**src/design/pkfs_pkg.sv**
```systemverilog
// shared types and constants of the packed-font stream scanner
package pkfs_pkg;

    localparam logic [7:0] OP_XXX1     = 8'd240;
    localparam logic [7:0] OP_XXX4     = 8'd243;
    localparam logic [7:0] OP_YYY      = 8'd244;
    localparam logic [7:0] OP_POST     = 8'd245;
    localparam logic [7:0] OP_NOOP     = 8'd246;
    localparam logic [7:0] OP_PRE      = 8'd247;
    localparam logic [7:0] OP_UNDEF_LO = 8'd248;
    localparam logic [7:0] PRE_ID      = 8'd89;

    localparam logic [1:0] KIND_CHAR = 2'd0;
    localparam logic [1:0] KIND_PRE  = 2'd1;
    localparam logic [1:0] KIND_EOF  = 2'd2;

    localparam logic [1:0] STATUS_OK        = 2'd0;
    localparam logic [1:0] STATUS_BAD_ID    = 2'd1;
    localparam logic [1:0] STATUS_TRUNCATED = 2'd2;

    localparam int QUEUE_DEPTH = 4;
    localparam int QUEUE_AW    = $clog2(QUEUE_DEPTH);

    typedef enum logic [4:0] {
        PH_OPCODE,
        PH_XLEN,
        PH_SKIP,
        PH_PRE_ID,
        PH_PRE_CLEN,
        PH_PRE_COMMENT,
        PH_PRE_DS,
        PH_PRE_CS,
        PH_PRE_HR,
        PH_PRE_VR,
        PH_CH_LEN,
        PH_CH_CODE,
        PH_FAILED
    } phase_t;

    typedef struct packed {
        logic [7:0] data_byte;
        logic       final_byte;
    } in_word_t;

    typedef struct packed {
        logic [1:0]  kind;
        logic [31:0] char_code;
        logic [31:0] packet_length;
        logic [7:0]  flag_byte;
        logic [31:0] data_offset;
        logic [31:0] design_size;
        logic [31:0] checksum;
        logic [31:0] h_resolution;
        logic [31:0] v_resolution;
        logic [7:0]  comment_length;
        logic [1:0]  status;
        logic        last_of_run;
    } out_word_t;

    typedef struct packed {
        logic [1:0] count;
        out_word_t  first;
        out_word_t  second;
    } push_t;

endpackage

```
**src/design/pk_font_stream_scanner_core.sv**
```systemverilog
// top level of the packed-font stream scanner
// Scans a packed-font file one byte per word and reports the preamble, every
// character header and the end of the file. A byte is taken every cycle in which
// the byte input does not stall: its opcode or field byte is decoded straight
// from the scan state registers and the results go into a four-word output
// queue. The final byte of a file that also completes a header gives two
// results; the byte input stalls only while the output queue has fewer than
// two free words, so with the output side never stalled the block runs at one
// byte per cycle. After the final byte all state returns to its reset values
// and the next byte starts a new file at position 0.
module pk_font_stream_scanner_core
    import pkfs_pkg::*;
(
    input  logic      clk,
    input  logic      rst_n,
    input  logic      data_valid,
    output logic      data_stall,
    input  in_word_t  data_word,
    output logic      result_valid,
    input  logic      result_stall,
    output out_word_t result_word
);

    phase_t      phase_reg,       phase_next;
    logic [2:0]  count_reg,       count_next;
    logic [31:0] acc_reg,         acc_next;
    logic [31:0] skip_reg,        skip_next;
    logic [31:0] pos_reg,         pos_next;
    logic [7:0]  flag_reg,        flag_next;
    logic [31:0] length_reg,      length_next;
    logic [31:0] dsize_reg,       dsize_next;
    logic [31:0] csum_reg,        csum_next;
    logic [31:0] hres_reg,        hres_next;
    logic [7:0]  clen_reg,        clen_next;
    logic        failed_reg,      failed_next;

    logic        room;
    logic        accept;
    logic [7:0]  b;
    logic [31:0] acc_shift;
    logic [2:0]  count_dec;
    logic        field_done;
    logic        hdr_valid;
    out_word_t   hdr_word;
    out_word_t   eof_word;
    logic [31:0] char_len;
    logic [31:0] skip_dec;
    push_t       push;

    assign data_stall = !room;
    assign accept     = data_valid && room;
    assign b          = data_word.data_byte;
    assign acc_shift  = {acc_reg[23:0], b};
    assign count_dec  = (count_reg != 3'd0) ? count_reg - 3'd1 : count_reg;
    assign field_done = (count_dec == 3'd0);
    assign skip_dec   = (skip_reg != 32'd0) ? skip_reg - 32'd1 : skip_reg;

    always_comb
    begin
        phase_next  = phase_reg;
        count_next  = count_reg;
        acc_next    = acc_reg;
        skip_next   = skip_reg;
        pos_next    = pos_reg + 32'd1;
        flag_next   = flag_reg;
        length_next = length_reg;
        dsize_next  = dsize_reg;
        csum_next   = csum_reg;
        hres_next   = hres_reg;
        clen_next   = clen_reg;
        failed_next = failed_reg;
        hdr_valid   = 1'b0;
        hdr_word    = '0;
        char_len    = acc_shift;

        case (phase_reg)
            PH_OPCODE:
            begin
                if (b >= OP_XXX1 && b <= OP_XXX4)
                begin
                    acc_next   = '0;
                    count_next = 3'(b - OP_XXX1) + 3'd1;
                    phase_next = PH_XLEN;
                end
                else if (b == OP_YYY)
                begin
                    skip_next  = 32'd4;
                    phase_next = PH_SKIP;
                end
                else if (b == OP_PRE)
                begin
                    phase_next = PH_PRE_ID;
                end
                else if (b == OP_POST || b == OP_NOOP || b >= OP_UNDEF_LO)
                begin
                    phase_next = PH_OPCODE;
                end
                else
                begin
                    flag_next  = b;
                    acc_next   = '0;
                    count_next = (b[2:0] == 3'd7) ? 3'd4 : (b[2] ? 3'd2 : 3'd1);
                    phase_next = PH_CH_LEN;
                end
            end
            PH_XLEN:
            begin
                acc_next   = acc_shift;
                count_next = count_dec;
                if (field_done)
                begin
                    skip_next  = acc_shift;
                    phase_next = (acc_shift != 32'd0) ? PH_SKIP : PH_OPCODE;
                end
            end
            PH_SKIP:
            begin
                skip_next = skip_dec;
                if (skip_dec == 32'd0)
                begin
                    phase_next = PH_OPCODE;
                end
            end
            PH_PRE_ID:
            begin
                if (b != PRE_ID)
                begin
                    failed_next = 1'b1;
                    phase_next  = PH_FAILED;
                end
                else
                begin
                    phase_next = PH_PRE_CLEN;
                end
            end
            PH_PRE_CLEN:
            begin
                clen_next  = b;
                acc_next   = '0;
                count_next = 3'd4;
                skip_next  = {24'd0, b};
                phase_next = (b != 8'd0) ? PH_PRE_COMMENT : PH_PRE_DS;
            end
            PH_PRE_COMMENT:
            begin
                skip_next = skip_dec;
                if (skip_dec == 32'd0)
                begin
                    phase_next = PH_PRE_DS;
                end
            end
            PH_PRE_DS:
            begin
                acc_next   = acc_shift;
                count_next = count_dec;
                if (field_done)
                begin
                    dsize_next = acc_shift;
                    acc_next   = '0;
                    count_next = 3'd4;
                    phase_next = PH_PRE_CS;
                end
            end
            PH_PRE_CS:
            begin
                acc_next   = acc_shift;
                count_next = count_dec;
                if (field_done)
                begin
                    csum_next  = acc_shift;
                    acc_next   = '0;
                    count_next = 3'd4;
                    phase_next = PH_PRE_HR;
                end
            end
            PH_PRE_HR:
            begin
                acc_next   = acc_shift;
                count_next = count_dec;
                if (field_done)
                begin
                    hres_next  = acc_shift;
                    acc_next   = '0;
                    count_next = 3'd4;
                    phase_next = PH_PRE_VR;
                end
            end
            PH_PRE_VR:
            begin
                acc_next   = acc_shift;
                count_next = count_dec;
                if (field_done)
                begin
                    hdr_valid               = 1'b1;
                    hdr_word.kind           = KIND_PRE;
                    hdr_word.data_offset    = pos_reg - {24'd0, clen_reg} - 32'd15;
                    hdr_word.design_size    = dsize_reg;
                    hdr_word.checksum       = csum_reg;
                    hdr_word.h_resolution   = hres_reg;
                    hdr_word.v_resolution   = acc_shift;
                    hdr_word.comment_length = clen_reg;
                    phase_next              = PH_OPCODE;
                end
            end
            PH_CH_LEN:
            begin
                acc_next   = acc_shift;
                count_next = count_dec;
                if (flag_reg[2:0] != 3'd7)
                begin
                    if (flag_reg[2])
                    begin
                        char_len = acc_shift + {14'd0, flag_reg[1:0], 16'd0};
                    end
                    else
                    begin
                        char_len = acc_shift + {22'd0, flag_reg[1:0], 8'd0};
                    end
                end
                if (field_done)
                begin
                    length_next = char_len;
                    acc_next    = '0;
                    count_next  = (flag_reg[2:0] == 3'd7) ? 3'd4 : 3'd1;
                    phase_next  = PH_CH_CODE;
                end
            end
            PH_CH_CODE:
            begin
                acc_next   = acc_shift;
                count_next = count_dec;
                if (field_done)
                begin
                    hdr_valid              = 1'b1;
                    hdr_word.kind          = KIND_CHAR;
                    hdr_word.char_code     = acc_shift;
                    hdr_word.packet_length = length_reg;
                    hdr_word.flag_byte     = flag_reg;
                    hdr_word.data_offset   = pos_reg + 32'd1;
                    skip_next              = length_reg;
                    phase_next = (length_reg != 32'd0) ? PH_SKIP : PH_OPCODE;
                end
            end
            default:
            begin
                phase_next = PH_FAILED;
            end
        endcase

        eof_word             = '0;
        eof_word.kind        = KIND_EOF;
        eof_word.data_offset = pos_reg + 32'd1;
        eof_word.last_of_run = 1'b1;
        if (failed_next)
        begin
            eof_word.status = STATUS_BAD_ID;
        end
        else if (phase_next == PH_OPCODE || phase_next == PH_SKIP)
        begin
            eof_word.status = STATUS_OK;
        end
        else
        begin
            eof_word.status = STATUS_TRUNCATED;
        end
        hdr_word.last_of_run = !data_word.final_byte;

        push.first  = hdr_valid ? hdr_word : eof_word;
        push.second = eof_word;
        push.count  = '0;
        if (accept)
        begin
            push.count = {1'b0, hdr_valid} + {1'b0, data_word.final_byte};
        end

        if (data_word.final_byte)
        begin
            phase_next  = PH_OPCODE;
            count_next  = '0;
            acc_next    = '0;
            skip_next   = '0;
            pos_next    = '0;
            flag_next   = '0;
            length_next = '0;
            dsize_next  = '0;
            csum_next   = '0;
            hres_next   = '0;
            clen_next   = '0;
            failed_next = 1'b0;
        end
    end

    always_ff @(posedge clk or negedge rst_n)
    begin
        if (!rst_n)
        begin
            phase_reg  <= PH_OPCODE;
            count_reg  <= '0;
            acc_reg    <= '0;
            skip_reg   <= '0;
            pos_reg    <= '0;
            flag_reg   <= '0;
            length_reg <= '0;
            dsize_reg  <= '0;
            csum_reg   <= '0;
            hres_reg   <= '0;
            clen_reg   <= '0;
            failed_reg <= 1'b0;
        end
        else if (accept)
        begin
            phase_reg  <= phase_next;
            count_reg  <= count_next;
            acc_reg    <= acc_next;
            skip_reg   <= skip_next;
            pos_reg    <= pos_next;
            flag_reg   <= flag_next;
            length_reg <= length_next;
            dsize_reg  <= dsize_next;
            csum_reg   <= csum_next;
            hres_reg   <= hres_next;
            clen_reg   <= clen_next;
            failed_reg <= failed_next;
        end
    end

    pkfs_out_queue u_out_queue
    (
        .clk          (clk),
        .rst_n        (rst_n),
        .push         (push),
        .room         (room),
        .result_valid (result_valid),
        .result_stall (result_stall),
        .result_word  (result_word)
    );

endmodule

```
**src/design/pkfs_out_queue.sv**
```systemverilog
// small result queue that takes up to two words per cycle and hands out one per cycle unless the result side stalls
module pkfs_out_queue
    import pkfs_pkg::*;
(
    input  logic      clk,
    input  logic      rst_n,
    input  push_t     push,
    output logic      room,
    output logic      result_valid,
    input  logic      result_stall,
    output out_word_t result_word
);

    out_word_t               mem_reg [QUEUE_DEPTH];
    logic [QUEUE_AW-1:0]     wr_ptr_reg;
    logic [QUEUE_AW-1:0]     wr_ptr_next;
    logic [QUEUE_AW-1:0]     rd_ptr_reg;
    logic [QUEUE_AW-1:0]     rd_ptr_next;
    logic [QUEUE_AW:0]       count_reg;
    logic [QUEUE_AW:0]       count_next;
    logic                    pop;

    assign pop          = result_valid && !result_stall;
    assign result_valid = (count_reg != '0);
    assign result_word  = mem_reg[rd_ptr_reg];
    assign room         = (count_reg <= (QUEUE_AW+1)'(QUEUE_DEPTH - 2));

    always_comb
    begin
        wr_ptr_next = wr_ptr_reg + QUEUE_AW'(push.count);
        rd_ptr_next = rd_ptr_reg + QUEUE_AW'(pop);
        count_next  = count_reg + (QUEUE_AW+1)'(push.count) - (QUEUE_AW+1)'(pop);
    end

    always_ff @(posedge clk or negedge rst_n)
    begin
        if (!rst_n)
        begin
            wr_ptr_reg <= '0;
            rd_ptr_reg <= '0;
            count_reg  <= '0;
        end
        else
        begin
            wr_ptr_reg <= wr_ptr_next;
            rd_ptr_reg <= rd_ptr_next;
            count_reg  <= count_next;
        end
    end

    always_ff @(posedge clk)
    begin
        if (push.count != 2'd0)
        begin
            mem_reg[wr_ptr_reg] <= push.first;
        end
        if (push.count == 2'd2)
        begin
            mem_reg[wr_ptr_reg + QUEUE_AW'(1)] <= push.second;
        end
    end

endmodule
```
**config.mk**
```make
export PLATFORM = sky130hd
export DESIGN_NAME = pk_font_stream_scanner_core
export DESIGN_NICKNAME = d
export VERILOG_FILES = /design/src/design/pkfs_pkg.sv /design/src/design/pk_font_stream_scanner_core.sv /design/src/design/pkfs_out_queue.sv
export SDC_FILE = /design/constraint.sdc
export NUM_CORES = 2
export LEC_CHECK = 0
export BUFFER_PORTS_ARGS = -buffer_cell sky130_fd_sc_hd__buf_4
export CAP_MARGIN = 10
export CORE_AREA = 2 2 358 715
export DETAILED_ROUTE_END_ITERATION = 6
export DIE_AREA = 0 0 360 717
export SYNTH_ARGS = -nofsm -noshare
export SYNTH_HDL_FRONTEND = slang
export SYNTH_HIERARCHICAL = 1
export SYNTH_SLANG_ARGS = --single-unit
```
**constraint.sdc**
```tcl
create_clock -name clk -period 55.3 [get_ports clk]
set_clock_uncertainty 0.1 [all_clocks]
set_input_delay 8.295 -clock clk [delete_from_list [all_inputs] [get_ports clk]]
set_output_delay 8.295 -clock clk [all_outputs]
set_load 0.05 [all_outputs]
```
==> results.tsv <==
metric	value	unit
Std-Cell Rows	261	
Hold-fix buffers, CTS	0	
vias in the first global route	41500	
initial antenna violation count	11	
CP required	46.91	ns
dominant synthesized flop cell	edfxtp_1	
Die H	717	um
sw frac	43.5	%
Post-Synth XOR/XNOR Area	1.43	%
Synthesis Warnings	6	
Clock Path Buffers	3	
Setup Fix Bufs, Post-CTS	0	
Unique masters post-synth	75	
Crit-path slowest cell	buf_4	
failing checks	DRC	
die area	258000	um2
Detail Route Antenna Nets	0	
maximum vdd drop	0.0353	mV
fin cells	8643	
fin crit period	12.81	ns
RSZ-0062 raised after global routing	no	
first-pass GRT wire length	297000	um
most numerous cell in the Yosys netlist	edfxtp_1	
Worst-Skew Late Latency	0.78	ns
crit path kind	reg2out	
power per cell area	47.3	nW/um2
1st-iter DRT viols	2812	
compound-gate portion of the synthesized area	4.49	%
crit path cell chain	buf_12, buf_4, mux4_2, buf_4	
Startpoint Class	flop	
main combinational cell family by area after synthesis	multiplexers	
Clock power frac	22.8	%
I/O Pins	260	
detailed-route wire length per cell	24.1	um
hold crit path type	reg2reg	
Layout area overhead	19.1	%
CTS tree	yes	
WL final	209000	um
placed cell count	8433	
core footprint	252000	um2
Die Wd	360	um
Hold Vio Cnt, Final	0	
Achievable Freq	78.1	MHz
slowest stage delay, CP	0.98	ns
Final Net Count	5305	
H-tree Lvls	3	
Worst-path clk slew	0.07	ns
MaxCap Viol Count	0	
first drt pass iteration count	7	
synthesized area per cell	14.6	um2
Internal Pwr Total	2.00	mW
GP Congestion	0.938	
Async S/R FF share, synth	20.2	%
Vias per Instance	4.58	
Net Sw Power	1.54	mW
worst slew pin tran	1.18	ns
Tot Pwr	3.54	mW
post-synthesis sequential area ratio	56.7	%
gr usage total	15.8	%
mux share of post-synthesis cell area	26.4	%
post-detail-place hpwl	138000	um
GRT overflow	0	
sequential share of power	33.0	%
crit path capture type	primary output	
Worst Path Arrival	4.42	ns
simple-gate share of the synthesized area	7.02	%
drc violations	12	
largest net degree at the start of global routing	140	
Setup Viol. Count Final	0	
crit-path most repeated cell	buf_4	
CTS buffer count	106	
layout cells sized above 1	32.3	%
flops & latches, synth	1228	
Final period util	23.2	%
Syn Std Cell Area	62900	um2
Adder-Cell Fraction of Synth Area	0.804	%
status	complete, but fails checks	
CTS Sinks	1228	
Gate Count Post-Synth	4298	
leakage	29.0	nW
commonest cells in the netlist	980 x edfxtp_1, 931 x mux2_2, 265 x nand2_1, 248 x dfrtp_1, 245 x mux4_2	
I/O Buffers	259	
top cell type's share of synthesized area	46.8	%
Area contributors post-synth	edfxtp_1 47%, mux2_2 17%, dfrtp_1 9.9%	
post-CTS sizing	0	
Max Fanout on Critical Path	89	
Yosys top cell by area	edfxtp_1	
Logic pwr share	44.2	%
total negative slack	0	ns
max_slew headroom	21.0	%
Post-synth EDFFs	980	
CTS root buf	clkbuf_16	
Starting Density	24.9	%
Final Max Slew Viols	0	
Largest register FFs	980	
via count	39500	
-- per-stage QoR --
step / worst slack (ns) / hold WS, ns / instance area [um2] / utilization [%]
floorplan: 27.21 / 0.342 / 66000 / -
global placement: 41.80 / 0.353 / 71100 / 28.2
detailed placement: 41.75 / 0.362 / 71100 / 28.2
CTS: 42.29 / 0.378 / 74800 / 29.7
global route: 42.15 / 0.393 / 74800 / 29.7
finish: 42.49 / 0.371 / 74900 / 29.7
-- final timing paths --
kind                                                     start                              endpoint  slack [ns]  cells past startpoint
hold reg to reg                      dsize_reg[23]$_DFFE_PN0P_             dsize_reg[23]$_DFFE_PN0P_        0.37                      2
hold / removal                       dsize_reg[23]$_DFFE_PN0P_             dsize_reg[23]$_DFFE_PN0P_        0.37                      2
setup / recovery           u_out_queue/rd_ptr_reg[0]$_DFF_PN0_                      result_word[102]       42.49                      4
min in group asynchronous                                rst_n               pos_reg[14]$_DFFE_PN0P_        7.38                      1
setup reg to reg                      count_reg[0]$_DFFE_PN0P_  u_out_queue/mem_reg[3][38]$_DFFE_PP_       47.89                     20
max in group asynchronous                                rst_n               skip_reg[3]$_DFFE_PN0P_       45.53                      3
-- area by class of cell --
class	count	area, um2
clock inverter	62	753
multi-input combinational	3531	28600
antenna	8	20.0
fill	25500	178000
timing repair buffer	335	2580
tap	3287	4110
inverter	52	200
sequential	1228	35600
clock buffer	140	3000
-- layer usage --
layer | GRT usage (%) | vias to the layer above | share of wire [%]
met1 | 17.7 | 20600 | 38
met4 | 8.60 | 6 | 6.0
met3 | 1.79 | 312 | 3.7
met2 | 29.2 | 1010 | 52
met5 | 0 | - | 0.017
li1 | - | 17600 | -
-- worst max-delay path: cells and delay by family, from the launching register on --
| family | cells | cell delay, ns |
|---|---|---|
| buffers and inverters | 3 | 1.91 |
| DFF | 1 | 0.82 |
| muxes | 1 | 0.83 |
-- power by group through the flow --
stage	combinational (mW)	clock, mW	sequential, mW
after floorplan	1.03	0	1.16
after global placement	1.60	0	1.18
after CTS	1.61	0.827	1.17
final	1.57	0.807	1.17
after detailed placement	1.60	0	1.19
after global routing	1.66	0.857	1.18
-- cell families (layout without fill, tap and decap cells) --
family | Yosys count | after routing
AO/OA/AOI/OAI | 460 | 460
XOR/XNOR | 103 | 103
adder cells (fa/ha/maj) | 38 | 38
buffers and inverters | 381 | 589
flip-flops | 1228 | 1228
multiplexers | 1229 | 1229
other | 2 | 852
AND/OR/NAND/NOR | 857 | 857
-- layout by cell type (no fill, tap or decap), types with 7 or more instances in the layout --
| cell type | n |
|---|---|
| mux2_1 | 50 |
| nand2b_1 | 42 |
| a21oi_1 | 63 |
| clkbuf_16 | 109 |
| nor3_1 | 34 |
| a221oi_1 | 14 |
| clkinv_2 | 21 |
| clkinv_16 | 7 |
| clkinv_1 | 9 |
| clkbuf_8 | 16 |
| nand4_1 | 23 |
| a31oi_1 | 8 |
| ha_1 | 34 |
| buf_4 | 328 |
| clkbuf_1 | 15 |
| nand3_1 | 42 |
| a22o_1 | 13 |
| clkinvlp_4 | 8 |
| diode_2 | 8 |
| xnor2_1 | 64 |
| mux4_2 | 245 |
| and3_1 | 82 |
| inv_1 | 51 |
| or3_1 | 19 |
| o31ai_1 | 45 |
| dfrtp_1 | 246 |
| nor4_1 | 38 |
| a222oi_1 | 16 |
| bufinv_16 | 9 |
| nand2_1 | 265 |
| nor2_1 | 113 |
| xor2_1 | 39 |
| edfxtp_1 | 980 |
| conb_1 | 844 |
| or4_1 | 9 |
| and2_1 | 133 |
| mux2_2 | 931 |
| o21ai_0 | 226 |
| nor2b_1 | 12 |
No activity file was read; power rests on OpenSTA's default activity.
